File: src/hw/rtl/kpq_pkg.sv
// Shared types and codes for the keyed priority task queue.
// Depends on nothing; every other file uses it by scoped names.
`default_nettype none

package kpq_pkg;

    // field widths
    localparam int OWNER_W = 16;
    localparam int TASK_W  = 16;
    localparam int PRIO_W  = 31;
    localparam int KEY_W   = PRIO_W + TASK_W;

    // commands
    localparam logic [1:0] CMD_ADD    = 2'd0;
    localparam logic [1:0] CMD_EDIT   = 2'd1;
    localparam logic [1:0] CMD_REMOVE = 2'd2;
    localparam logic [1:0] CMD_EXEC   = 2'd3;

    // result status
    localparam logic [1:0] ST_OK      = 2'd0;
    localparam logic [1:0] ST_EMPTY   = 2'd1;
    localparam logic [1:0] ST_FULL    = 2'd2;
    localparam logic [1:0] ST_MISSING = 2'd3;

    // per-cycle operation broadcast to every cell
    localparam logic [1:0] CELL_HOLD  = 2'd0;
    localparam logic [1:0] CELL_SHIFT = 2'd1;
    localparam logic [1:0] CELL_DEL   = 2'd2;
    localparam logic [1:0] CELL_INS   = 2'd3;

    // one stored task
    typedef struct packed {
        logic [OWNER_W-1:0] owner;
        logic [TASK_W-1:0]  task_id;
        logic [PRIO_W-1:0]  prio;
    } kpq_data_t;

    // control broadcast from the sequencer to the chain
    typedef struct packed {
        logic [1:0]         op;
        logic [KEY_W-1:0]   ckey;
        logic [OWNER_W-1:0] ins_owner;
        logic               match_en;
        logic [TASK_W-1:0]  match_id;
    } kpq_ctrl_t;

endpackage

`default_nettype wire

File: src/hw/rtl/kpq_cell.sv
// One cell of the sorted task chain: holds a single entry and moves it
// left, right or keeps it as the broadcast operation asks. Uses kpq_pkg.
`default_nettype none

module kpq_cell (
    input  wire logic              clk,
    input  wire logic              rst_n,
    input  wire kpq_pkg::kpq_ctrl_t ctrl,
    input  wire logic              left_valid,
    input  wire kpq_pkg::kpq_data_t left_data,
    input  wire logic              left_keep,
    input  wire logic              right_valid,
    input  wire kpq_pkg::kpq_data_t right_data,
    output logic                   valid,
    output kpq_pkg::kpq_data_t     data,
    output logic                   keep,
    output logic                   match
);

    logic                            valid_reg;
    logic                            valid_next;
    kpq_pkg::kpq_data_t              data_reg;
    kpq_pkg::kpq_data_t              data_next;
    logic                            match_reg;
    logic                            match_next;
    logic [kpq_pkg::KEY_W-1:0]       own_key;
    kpq_pkg::kpq_data_t              ins_data;

    // entry stays in place when it ranks above the broadcast key
    assign own_key = {data_reg.prio, data_reg.task_id};
    assign keep    = valid_reg && (own_key > ctrl.ckey);

    assign ins_data.owner   = ctrl.ins_owner;
    assign ins_data.task_id = ctrl.ckey[kpq_pkg::TASK_W-1:0];
    assign ins_data.prio    = ctrl.ckey[kpq_pkg::KEY_W-1:kpq_pkg::TASK_W];

    // pick the next entry from self, left or right neighbor, or the new task
    always_comb
    begin
        valid_next = valid_reg;
        data_next  = data_reg;
        case (ctrl.op)
            kpq_pkg::CELL_HOLD:
            begin
                valid_next = valid_reg;
            end
            kpq_pkg::CELL_SHIFT:
            begin
                valid_next = right_valid;
                data_next  = right_data;
            end
            kpq_pkg::CELL_DEL:
            begin
                if (!keep)
                begin
                    valid_next = right_valid;
                    data_next  = right_data;
                end
            end
            kpq_pkg::CELL_INS:
            begin
                if (!keep)
                begin
                    if (left_keep)
                    begin
                        valid_next = 1'b1;
                        data_next  = ins_data;
                    end
                    else
                    begin
                        valid_next = left_valid;
                        data_next  = left_data;
                    end
                end
            end
            default:
            begin
                valid_next = valid_reg;
            end
        endcase
    end

    // capture the identifier match when a beat is taken
    assign match_next = ctrl.match_en ?
                        (valid_reg && (data_reg.task_id == ctrl.match_id)) : match_reg;

    always_ff @(posedge clk or negedge rst_n)
    begin
        if (!rst_n)
        begin
            valid_reg <= 1'b0;
            match_reg <= 1'b0;
        end
        else
        begin
            valid_reg <= valid_next;
            match_reg <= match_next;
        end
    end

    always_ff @(posedge clk)
    begin
        data_reg <= data_next;
    end

    assign valid = valid_reg;
    assign data  = data_reg;
    assign match = match_reg;

endmodule

`default_nettype wire

File: config.mk
export PLATFORM = sky130hd
export DESIGN_NAME = kpq_cell
export DESIGN_NICKNAME = d
export VERILOG_FILES = /design/src/hw/rtl/kpq_pkg.sv /design/src/hw/rtl/kpq_cell.sv
export SDC_FILE = /design/constraint.sdc
export NUM_CORES = 1
export LEC_CHECK = 0
export ABC_CLOCK_PERIOD_IN_PS = 10900
export BUFFER_PORTS_ARGS = -buffer_cell sky130_fd_sc_hd__clkbuf_2
export CORE_AREA = 2 2 108 110
export CTS_CLUSTER_DIAMETER = 80
export DETAILED_ROUTE_END_ITERATION = 8
export DIE_AREA = 0 0 110 112
export PLACE_DENSITY = 0.78
export SLEW_MARGIN = 20
export SYNTH_ARGS = -nofsm -noshare
export SYNTH_HDL_FRONTEND = slang
export SYNTH_SLANG_ARGS = --single-unit
File: constraint.sdc
create_clock -name clk -period 10.9 [get_ports clk]
set_input_delay 2.725 -clock clk [delete_from_list [all_inputs] [get_ports clk]]
set_output_delay 2.725 -clock clk [all_outputs]
set_load 0.02 [all_outputs]
# Yosys cells after proc, flatten, opt, wreduce, memory -nomap -nowiden
# Index checks and enable logic that the tools add are counted.
[op_classes]
reduce_logical = 6
magnitude_cmp = 1
eq_ne = 6
bitwise_logic = 1
n_mux = 8
[ops]
columns = ["operator", "count"]
rows = [
  ["$mux 63", 3],
  ["$pmux 63 s3", 1],
  ["$gt 47x47->1", 1],
  ["$eq 16x16->1", 1],
  ["$reduce_and 3->1", 2],
  ["$eq 2x2->1 const B", 2],
  ["$ne 2x2->1 const B", 2],
  ["$mux 1", 3],
  ["$pmux 1 s3", 1],
  ["$reduce_bool 3->1", 1],
  ["$eq 2x1->1 const B", 1],
  ["$logic_and 1x1->1", 2],
  ["$logic_not 2->1", 1],
  ["$not 1->1", 1],
]
[word_totals]
reg_bits = 65
wordCells = 27
output_inout_bits = 66
input_bits = 213

# Logic depth before layout (Yosys ltp)
# Gate-level depths: netlist of run 1.
[depth]
ltp_word = 4
mapped_depth = 8
ltp_nobuf = 8

# Least setup slack after synthesis of run 1
# OpenSTA, ideal clock, no wires.
[synth_timing]
path_kind = "input-to-reg"
start = "input port ctrl[51] in the netlist's numbering"
end = "register data_reg (netlist bit data[0]), enable pin"
path_buffers = 0
path_stages = 8
setup_time_ns = 0.505
slack_ns = 3.243
t_arrival_ns = 7.152
required_time_ns = 10.395
path_cell_list = "inv_1 > ha_1 > a21oi_2 > o21ai_1 > a221o_1 > o31ai_2 > a31oi_2 > a21oi_1"
[synth_via]
elab_chain_cells = 4
word_cells_on_any_way = 5
classes_between = "1 x order compare; 2 x eq/ne; 2 x reduce/logical"
[synth_lines]
columns = ["element", "line", "text"]
rows = [
  ["start, declared", "kpq_cell.sv:8", "input wire kpq_pkg::kpq_ctrl_t ctrl,"],
  ["$gt 47x47->1 (*)", "kpq_cell.sv:31", "assign keep = valid_reg && (own_key > ctrl.ckey);"],
  ["$logic_and 1x1->1 (*)", "kpq_cell.sv:31", ""],
  ["via keep", "kpq_cell.sv:16", "output logic keep,"],
  ["$ne 2x2->1 (no line)", "n/a", ""],
  ["$reduce_and 3->1 (no line) (*)", "n/a", ""],
  ["end signal, assigned", "kpq_cell.sv:103", "data_reg <= data_next;"],
  ["end, declared", "kpq_cell.sv:22", "kpq_pkg::kpq_data_t data_reg;"],
]
# The timed path passes the listed nets; every way through them passes the cells marked *.
# A chain may end at the register's enable or synchronous reset.

# Worst setup path in the final report of run 1
[layout_timing]
start = "input port ctrl[47] in the netlist's numbering"
end = "output port keep"
[layout_via]
elab_chain_cells = 2
[layout_lines]
columns = ["element", "line"]
rows = [
  ["$gt 47x47->1", "kpq_cell.sv:31"],
  ["$logic_and 1x1->1", "kpq_cell.sv:31"],
  ["end, declared", "kpq_cell.sv:16"],
]
# No other way between the ends.

==> results of run 1 <==
==> tightest hold or removal path, stage by stage, from the launching register on <==
cell and delay (ns):
dfrtp_1 0.38, inv_1 0.06, o22ai_1 0.08
==> cell families (layout without fill, tap and decap cells) <==
family | Yosys count | in the layout | synth area share (%)
DFF | 65 | 65 | 41.4
muxes | 64 | 64 | 13.7
and+or+nand+nor | 107 | 107 | 10.6
xor gates and xnor gates | 16 | 16 | 2.99
AOI/OAI and AO/OA | 104 | 104 | 12.7
adders and majority gates | 47 | 47 | 12.5
buffers and inverters | 72 | 347 | 6.09
==> where the power goes <==
part	switching (mW)	internal [mW]	total [mW]
clock network	0.112	0.223	0.335
logic	0.141	0.100	0.241
registers	0.0182	0.313	0.331
total	0.271	0.636	0.908
==> per-layer routing <==
metal	vias to the layer above	share of wire, %	routed length [um]	GRT usage (%)
li1	2255	-	-	-
met1	1930	38	5160	24.9
met4	0	1.4	186	6.84
met3	14	8.3	1120	5.27
met2	174	52	7010	39.3
met5	-	0	0	0
==> cell usage in the layout (no fill, tap or decap), drive strengths merged <==
cell type | synthesis | routed
clkbuf | 9 | 286
a21oi | 80 | 80
nor2 | 67 | 67
mux2i | 63 | 63
edfxtp | 63 | 63
inv | 51 | 51
ha | 47 | 47
xor2 | 15 | 15
nand4 | 12 | 12
nand2 | 10 | 10
nand3 | 6 | 6
nor4 | 6 | 6
a21o | 5 | 5
o21ai | 5 | 5
nor3 | 4 | 4
bufinv | 0 | 3
buf | 12 | 3
a221oi | 2 | 2
o21a | 2 | 2
a211oi | 2 | 2
clkinvlp | 0 | 2
dfrtp | 2 | 2
clkinv | 0 | 2
and2 | 1 | 1
a221o | 1 | 1
o31ai | 1 | 1
o221ai | 1 | 1
nand3b | 1 | 1
o31a | 1 | 1
o211ai | 1 | 1
a31oi | 1 | 1
mux2 | 1 | 1
o22a | 1 | 1
xnor2 | 1 | 1
o22ai | 1 | 1
==> worst max-delay path by stage <==
stage / startpoint / cells past startpoint / end / slack [ns]
after floorplan: ctrl[51] / 8 / data[0] / 3.24
after global placement: ctrl[47] / 9 / keep / 3.65
after detailed placement: ctrl[45] / 9 / keep / 3.57
after CTS: ctrl[47] / 9 / keep / 3.56
after global routing: ctrl[45] / 9 / keep / 3.45
final: ctrl[47] / 9 / keep / 3.62
==> final cells by class <==
type	count	area (sq um)	share of cell area, %
Multi-Input combinational cell	338	2470	37.8
Sequential cell	65	1940	29.7
Timing Repair Buffer	280	1410	21.5
Clock buffer	9	225	3.44
Inverter	51	191	2.93
Tap cell	143	179	2.74
Clock inverter	7	119	1.82
==> through the flow <==
| stage | setup WS, ns | power [mW] | util, % |
|---|---|---|---|
| CTS | 3.56 | 0.917 | 58.5 |
| global route | 3.45 | 0.957 | 58.5 |
| finish | 3.62 | 0.908 | 58.5 |
| global placement | 3.65 | 0.574 | 55.4 |
| detailed placement | 3.57 | 0.579 | 55.4 |
| floorplan | 3.24 | 0.480 | - |
==> results.txt, run 1 <==
TritonCTS Buffers: 9
H-tree levels: 3
skew final: 0.00648 ns
Post-CTS Hold Fix Bufs: 0
max-slew violations: 0
HP Class: reg -> reg
critical path launch point type: input port
Yosys cell types: 36
CP arrival: 4.56 ns
worst skew pair latency: 0.33 ns
final antenna diode count: 0
top cell type by total area after synthesis: edfxtp_1
Final Cycle Share: 66.8%
die area: 12300 sq um
WHS Endpoint: match
Synth area leaders: edfxtp_1 40%, mux2i_1 13%, ha_1 13%
most common library cells after synthesis: 78 x a21oi_1, 67 x nor2_1, 63 x edfxtp_1, 63 x mux2i_1, 51 x inv_1
DR DRC count: 0
cell breakdown of the critical path: clkbuf_2 -> inv_1 -> ha_1 -> nand4_1 -> nor3_1 -> o31a_1 -> o211ai_1 -> a31oi_2 -> clkbuf_2
top-count cell post-synth: a21oi_1
max_cap viols: 0
first-pass GRT wire length: 20600 um
CP peak stage delay: 0.40 ns
CP Buf/Inv Count: 3
CTS tree: yes
outcome: finished clean
routed wire length: 13500 um
Placed Instance Area: 6190 sq um
Post-Syn Area: 4690 sq um
initial antenna violation count: 0
CTS max path bufs: 2
hold_sp: match
via count: 4373
Syn. warnings: 0
vias per inst: 4.90
hpwl dp: 10900 um
Setup CP Type: in -> out
Reg2Reg Depth: 8
family with the most delay on the worst path: compound AO/OA/AOI/OAI gates
worst-margin pin slew: 1.09 ns
most frequent CP cell: clkbuf_2
WL per Instance: 15.1 um
Die Ht: 112 um
Seq cells post-synth: 65
Fin Hold WS: 0.554 ns
crit path time final: 7.28 ns
achievable clock frequency: 0.137 GHz
setup tns final: 0 ns
Post-CTS Setup Inserts: 0
I/O pins: 279
Yosys top cell area share: 40.4%
Hold Path Depth: 2
number of global-route vias before repair: 4346
prevailing post-synth register cell: edfxtp_1
max reg flops: 63
final instance area: 6540 sq um
core area: 11200 sq um
Total GRT Usage: 21.8%
Avg Cell Area, Syn: 9.87 sq um
Post-synth EDFFs: 63
Placed Instances: 877
Peak VDD IR: 80.6 uV
Die Width: 110 um
IO buf count: 278
row cnt: 39
Syn Inst Count: 475
clock sink total: 65
DRT iter0 DRCs: 122
final-report setup violation count: 0
Area growth, synth to finish: 39.5%
Critical Path RT: 8.18 ns
Final Wtd Congestion: 0.813
Synth Net Count: 735
Gates resized, CTS repair: 0
worst relative slew slack: 27.5%
Async SR Flop Fraction: 3.08%
clock slew at reported path FFs: 0.05 ns
CP endpoint kind: output port
sequential area share after synthesis: 41.4%
unrepaired setup endpoints after global routing: no
largest net degree at the start of global routing: 98
Root Buffer: clkbuf_16
pwr dens: 139 nW/um^2
Final nets: 1005
Initial Utilization: 41.9%
Worst Path Max Fanout: 3
Final Hold Fails: 0
number of filler cells placed in the layout: 1031
grt total ovfl: 0
Reg2Reg Setup Slack: 7.44 ns
R2R Path End: data[13]
first drt pass iteration count: 4
Slowest cell on crit path: nor3_1
share of cells above drive strength 1: 41.1%
non-filler cells, final: 893
Leakage: 3.41 nW
R2R Path Start: data[2]
number of routed nets with antenna violations: 0
(Power assumes the default switching activity.)
==> run 2: changes to the inputs <==
ABC_CLOCK_PERIOD_IN_PS = 7000   (was 10900)
CORE_AREA = 2 2 109 111   (was 2 2 108 110)
DIE_AREA = 0 0 111 113   (was 0 0 110 112)
PLACE_DENSITY = 0.77   (was 0.78)
clock period = 7 ns   (was 10.9 ns; I/O delays follow)
==> run 2 against run 1 <==
Core utilization fell by 0.82 points; hold slack got worse by 0.0051 ns; clock skew rose by 0.00075 ns; final cell count did not move; register-to-register slack got worse by 3.7 ns; non-clock buffer count did not move; clock-buffer cell count did not move; setup slack got worse by 2.0 ns; sequential power rose by 56%; critical endpoint unchanged; largest power group is now sequential cells.
==> results.txt, run 2 (synthesis results as in run 1) <==
most common cell after layout, fill and taps aside: clkbuf_2 (unchanged)
skew final: 0.00723 ns (was 0.00648 ns)
DRT met1 WL: 5280 um (was 5160 um)
Slowest cell on crit path: nor3_1 (unchanged)
CP Buf/Inv Count: 3 (unchanged)
Final Cycle Share: 76.7%
max reg flops: 63 (unchanged)
Initial Utilization: 41.6% (was 41.9%)
max-slew violations: 0 (unchanged)
most frequent CP cell: clkbuf_2 (unchanged)
Area growth, synth to finish: 38.8% (was 39.5%)
Fin Hold WS: 0.548 ns (was 0.554 ns)
number of routed nets with antenna violations: 0 (unchanged)
Levels on crit path: 9 (unchanged)
H-tree levels: 3 (unchanged)
worst skew pair latency: 0.33 ns (about the same)
Gates resized, CTS repair: 0 (unchanged)
number of filler cells placed in the layout: 980 (was 1031)
Sw Share: 31.6% (was 29.9%)
CP arrival: 3.62 ns (was 4.56 ns)
grt total ovfl: 0 (unchanged)
Reg2Reg Depth: 8 (unchanged)
Final Wtd Congestion: 0.871 (was 0.813)
number of global-route vias before repair: 4618 (was 4346)
core area: 11300 sq um (was 11200 sq um)
Post-CTS Hold Fix Bufs: 0 (unchanged)
combinational group share of total power: 28.3% (was 26.5%)
clock slew at reported path FFs: 0.05 ns (about the same)
Routed met3 length: 1050 um (was 1120 um)
final instance area: 6500 sq um (was 6540 sq um)
Hold Path Depth: 2 (unchanged)
Power Total: 1.34 mW (was 908 uW)
routed wire length: 14100 um (was 13500 um)
I/O pins: 279 (unchanged)
pwr dens: 207 nW/um^2 (was 139 nW/um^2)
Final nets: 1005 (unchanged)
Placed Instances: 877 (unchanged)
Reg power frac: 38.5% (was 36.5%)
CP endpoint kind: output port (unchanged)
non-filler cells, final: 893 (unchanged)
Root Buffer: clkbuf_16 (unchanged)
uppermost routed layer: met4 (unchanged)
largest net degree at the start of global routing: 79 (was 98)
share of cells above drive strength 1: 41.1% (unchanged)
Met2 Wirelength: 7510 um (was 7010 um)
Total GRT Usage: 22.2% (was 21.8%)
initial antenna violation count: 0 (unchanged)
P_int: 920 uW (was 636 uW)
final-report setup violation count: 0 (unchanged)
unrepaired setup endpoints after global routing: no (unchanged)
clock sink total: 65 (unchanged)
critical path launch point type: input port (unchanged)
Die Ht: 113 um (was 112 um)
Layout Utilization: 57.7% (was 58.5%)
Net Sw Power: 425 uW (was 271 uW)
WL per Instance: 15.8 um (was 15.1 um)
most frequent cells in the layout: 277 x clkbuf_2, 77 x a21oi_1, 67 x nor2_1 (unchanged)
outcome: finished clean (unchanged)
first drt pass iteration count: 4 (unchanged)
DR DRC count: 0 (unchanged)
Placed Instance Area: 6210 sq um (was 6190 sq um)
Post-CTS Setup Inserts: 0 (unchanged)
Final Hold Fails: 0 (unchanged)
via count: 4499 (was 4373)
HP Class: reg -> reg (unchanged)
die area: 12500 sq um (was 12300 sq um)
max_cap viols: 0 (unchanged)
Clock power frac: 33.2% (was 37.0%)
IO buf count: 278 (unchanged)
Critical Path RT: 5.25 ns (was 8.18 ns)
CTS tree: yes (unchanged)
Setup CP Type: in -> out (unchanged)
Leakage: 3.39 nW (was 3.41 nW)
TritonCTS Buffers: 9 (unchanged)
final antenna diode count: 0 (unchanged)
Peak VDD IR: 95.2 uV (was 80.6 uV)
Seq. cell area: 1940 sq um (unchanged)
area of the multi-input gates: 2470 sq um (unchanged)
cell breakdown of the critical path: clkbuf_2 -> inv_1 -> ha_1 -> nand4_1 -> nor3_1 -> o31a_1 -> o211ai_1 -> a31oi_2 -> clkbuf_2 (unchanged)
hpwl dp: 11500 um (was 10900 um)
row cnt: 39 (unchanged)
pre-CTS setup slack: 1.57 ns (was 3.57 ns)
Worst Path Max Fanout: 3 (unchanged)
worst relative slew slack: 27.9% (was 27.5%)
achievable clock frequency: 0.186 GHz
vias per inst: 5.04 (was 4.90)
setup tns final: 0 ns (unchanged)
setup slack after layout: 1.63 ns (was 3.62 ns)
CTS max path bufs: 2 (unchanged)
crit path time final: 5.37 ns
worst-margin pin slew: 1.08 ns (was 1.09 ns)
DRT iter0 DRCs: 214 (was 122)
Die Width: 111 um (was 110 um)
family with the most delay on the worst path: compound AO/OA/AOI/OAI gates (unchanged)
CP peak stage delay: 0.39 ns (was 0.40 ns)
first-pass GRT wire length: 22100 um (was 20600 um)
run 2: worst paths after layout:
path | end | slack (ns) | from
min in group asynchronous | match | 1.21 | rst_n
max | keep | 1.63 | ctrl[46]
min | match | 0.55 | match
max in group asynchronous | match | 5.69 | rst_n
max reg2reg | data[49] | 3.78 | data[28]
min reg2reg | match | 0.55 | match
run 2: area by class of cell:
cell class	count	share of cell area [%]
clock inverters	7	1.10
repair buffers	280	21.9
flip-flops and latches	65	29.9
well taps	143	2.75
clock buffers	9	3.46
multi-input cells	338	38.0
inverters	51	2.94
run 2: routing by layer:
layer  global-route usage, %  vias to the layer above
li1                        -                     2254
met1                    23.7                     2032
met2                    42.8                      190
met3                    5.62                       23
met4                    7.25                        0
met5                       0                        -
run 2: worst register-to-register path: cells and delay by family (launching register included):
| kind | cells | cell delay (ns) |
|---|---|---|
| adder cells (fa/ha/maj) | 1 | 0.31 |
| flip-flops | 1 | 0.41 |
| buffers and inverters | 1 | 0.31 |
| AO/OA/AOI/OAI | 6 | 1.88 |
run 2: power by group through the flow:
stage,sequential (mW),clock (mW),combinational [mW]
5_1_grt,0.523,0.469,0.421
3_5_place_dp,0.526,0,0.382
2_1_floorplan,0.579,0,0.168
3_3_place_gp,0.523,0,0.372
6_report,0.518,0.447,0.380
4_1_cts,0.518,0.453,0.384
==> run 3: changes to the inputs <==
ABC_AREA = 1   (was unset)
ABC_CLOCK_PERIOD_IN_PS = 4740   (was 7000)
CORE_AREA = unset   (was 2 2 109 111)
CORE_UTILIZATION = 41   (was unset)
DIE_AREA = unset   (was 0 0 111 113)
PLACE_DENSITY = 0.79   (was 0.77)
clock period = 4.74 ns   (was 7 ns; I/O delays follow)
==> run 3 against run 2 <==
Non-clock buffer count grew 2; critical path type unchanged; highest routed layer unchanged; wire length grew 5.9%; combinational power grew 54%; sequential cell count is the same; sequential share of layout area shrank 0.60 points; largest cell class unchanged; clock-buffer cell count grew 1; largest power group unchanged; hold slack lost 0.0048 ns; sequential power grew 46%; clock skew grew 0.0033 ns; die area shrank 2.3%; first-iteration DRC count grew 6.1%; synthesized cell count grew 35%; critical endpoint unchanged.
==> results.txt, run 3 <==
Post-synth EDFFs: 63 (unchanged)
hpwl dp: 11400 um (was 11500 um)
Fin Hold WS: 0.544 ns (was 0.548 ns)
Synth area leaders: edfxtp_1 39%, a21oi_1 15%, ha_1 12% (was edfxtp_1 40%, mux2i_1 13%, ha_1 13%)
prevailing post-synth register cell: edfxtp_1 (unchanged)
Yosys top cell area share: 39.1% (was 40.4%)
Leakage: 3.57 nW (was 3.39 nW)
Syn. warnings: 0 (unchanged)
Placed Instance Area: 6360 sq um (was 6210 sq um)
non-filler cells, final: 1055 (was 893)
Post-CTS Hold Fix Bufs: 0 (unchanged)
CTS tree: yes (unchanged)
max reg flops: 63 (unchanged)
Die Width: 111 um (about the same)
first-pass GRT wire length: 24200 um (was 22100 um)
WL per Instance: 14.1 um (was 15.8 um)
Root Buffer: clkbuf_16 (unchanged)
Synth Area in Adders: 12.1% (was 12.5%)
most frequent CP cell: nand2_1 (was clkbuf_2)
setup tns final: 0 ns (unchanged)
row cnt: 39 (unchanged)
CP endpoint kind: output port (unchanged)
vias per inst: 4.88 (was 5.04)
unrepaired setup endpoints after global routing: no (unchanged)
CP arrival: 2.67 ns (was 3.62 ns)
Final Wtd Congestion: 0.843 (was 0.871)
CP Buf/Inv Count: 5 (was 3)
Final Cycle Share: 81.4%
worst skew pair latency: 0.32 ns (was 0.33 ns)
CP peak stage delay: 0.29 ns (was 0.39 ns)
hold_sp: match (unchanged)
compound-gate portion of the synthesized area: 16.4% (was 12.7%)
Worst Path Max Fanout: 3 (unchanged)
number of routed nets with antenna violations: 0 (unchanged)
Power Total: 1.97 mW (was 1.34 mW)
DR DRC count: 0 (unchanged)
final antenna diode count: 0 (unchanged)
pwr dens: 297 nW/um^2 (was 207 nW/um^2)
IO buf count: 278 (unchanged)
Gates resized, CTS repair: 0 (unchanged)
Slowest cell on crit path: ha_1 (was nor3_1)
H-tree levels: 3 (unchanged)
die area: 12300 sq um (was 12500 sq um)
most frequent cells in the layout: 278 x clkbuf_2, 143 x a21oi_1, 143 x nand2_1 (was 277 x clkbuf_2, 77 x a21oi_1, 67 x nor2_1)
Initial Utilization: 42.2% (was 41.6%)
top-count cell post-synth: nand2_1 (was a21oi_1)
Avg Cell Area, Syn: 7.54 sq um (was 9.87 sq um)
skew final: 0.0105 ns (was 0.00723 ns)
core area: 11500 sq um (was 11300 sq um)
cell breakdown of the critical path: clkbuf_2 -> inv_1 -> ha_1 -> nand2_1 -> inv_2 -> nand2_1 -> nor2_1 -> nand3_1 -> nor2_1 -> nand2_1 -> nand3_2 -> nand2_1 -> inv_1 -> clkbuf_2 (was clkbuf_2 -> inv_1 -> ha_1 -> nand4_1 -> nor3_1 -> o31a_1 -> o211ai_1 -> a31oi_2 -> clkbuf_2)
HP Class: reg -> reg (unchanged)
Yosys cell types: 27 (was 36)
Seq cells post-synth: 65 (unchanged)
most common cell after layout, fill and taps aside: clkbuf_2 (unchanged)
Placed Instances: 1041 (was 877)
CTS max path bufs: 2 (unchanged)
final-report setup violation count: 0 (unchanged)
top cell type by total area after synthesis: edfxtp_1 (unchanged)
share of cells above drive strength 1: 34.5% (was 41.1%)
most common library cells after synthesis: 144 x nand2_1, 143 x a21oi_1, 82 x nor2_1 (was 78 x a21oi_1, 67 x nor2_1, 63 x edfxtp_1, 63 x mux2i_1, 51 x inv_1)
max-slew violations: 0 (unchanged)
pre-CTS setup slack: 0.894 ns (was 1.57 ns)
Final nets: 1169 (was 1005)
routed wire length: 14900 um (was 14100 um)
via count: 5148 (was 4499)
Post-Syn Area: 4840 sq um (was 4690 sq um)
Layout Utilization: 57.9% (was 57.7%)
Critical Path RT: 3.56 ns (was 5.25 ns)
Post-CTS Setup Inserts: 0 (unchanged)
initial antenna violation count: 0 (unchanged)
Final Hold Fails: 0 (unchanged)
grt total ovfl: 0 (unchanged)
Total GRT Usage: 24.7% (was 22.2%)
outcome: finished clean (unchanged)
Async SR Flop Fraction: 3.08% (unchanged)
worst-margin pin slew: 0.952 ns (was 1.08 ns)
Area growth, synth to finish: 37.0% (was 38.8%)
Synth Net Count: 902 (was 735)
achievable clock frequency: 0.259 GHz
I/O pins: 279 (unchanged)
DRT iter0 DRCs: 227 (was 214)
first drt pass iteration count: 4 (unchanged)
TritonCTS Buffers: 9 (unchanged)
Synth Area in Simple Gates: 21.5% (was 10.6%)
clock sink total: 65 (unchanged)
R2R Path Start: data[46] (was data[28])
critical path launch point type: input port (unchanged)
family with the most delay on the worst path: simple AND/OR/NAND/NOR gates (was compound AO/OA/AOI/OAI gates)
number of global-route vias before repair: 5176 (was 4618)
crit path time final: 3.86 ns
CP startpoint: ctrl[59] (was ctrl[46])
max_cap viols: 0 (unchanged)
Setup CP Type: in -> out (unchanged)
worst relative slew slack: 36.6% (was 27.9%)
Peak VDD IR: 183 uV (was 95.2 uV)
post-synthesis xor/xnor area fraction: 1.27% (was 2.99%)
largest net degree at the start of global routing: 66 (was 79)
clock slew at reported path FFs: 0.06 ns (was 0.05 ns)
final instance area: 6640 sq um (was 6500 sq um)
Die Ht: 111 um (was 113 um)
combinational family with the most area after synthesis: simple AND/OR/NAND/NOR gates (was multiplexers)
mux cell area share after synthesis: 0% (was 13.7%)
sequential area share after synthesis: 40.1% (was 41.4%)
Syn Inst Count: 642 (was 475)
setup slack after layout: 0.881 ns (was 1.63 ns)
[run 3: cells by family (layout without fill, tap and decap cells)]
group / count (synthesis) / after routing
DFF: 65 / 65
adders and majority gates: 47 / 47
and+or+nand+nor: 257 / 257
AOI/OAI and AO/OA: 156 / 156
xor gates and xnor gates: 7 / 7
buffers and inverters: 110 / 380
[run 3: worst paths after layout]
check | to | slack [ns] | cells past startpoint
worst max-delay path | keep | 0.88 | 14
worst min-delay path | match | 0.54 | 2
worst max register to register | data[32] | 2.19 | 12
worst min register to register | match | 0.54 | 2
max in group asynchronous | valid | 3.97 | 1
min in group asynchronous | match | 0.65 | 1
[run 3: cell type report]
type                            instances  area (sq um)
Fill cell                            1096          4830
Multi-Input combinational cell        467          2490
Sequential cell                        65          1940
Timing Repair Buffer                  282          1430
Inverter                               84           318
Clock buffer                           10           229
Tap cell                              143           179
Clock inverter                          4          46.3
[run 3: metal layers]
| layer | share of wire (%) | GRT usage [%] | wire length (um) |
|---|---|---|---|
| met1 | 43 | 29.4 | 6340 |
| met3 | 6.0 | 5.63 | 901 |
| met4 | 1.1 | 5.24 | 157 |
| met5 | 0 | 0 | 0 |
| met2 | 50 | 45.0 | 7500 |
[run 3: worst reg2reg max path, delay by kind of cell (launching register included)]
| kind | cells | cell delay (ns) |
|---|---|---|
| simple gates | 8 | 0.80 |
| flops | 1 | 0.47 |
| buf+inv | 3 | 0.65 |
| fa+ha+maj | 1 | 0.32 |
[run 3: report_power, final]
group / switching (mW) / leakage, nW / total (mW) / internal [mW]
Sequential: 0.0414 / 0.653 / 0.758 / 0.717
Combinational: 0.359 / 2.79 / 0.584 / 0.225
Clock: 0.232 / 0.132 / 0.631 / 0.398
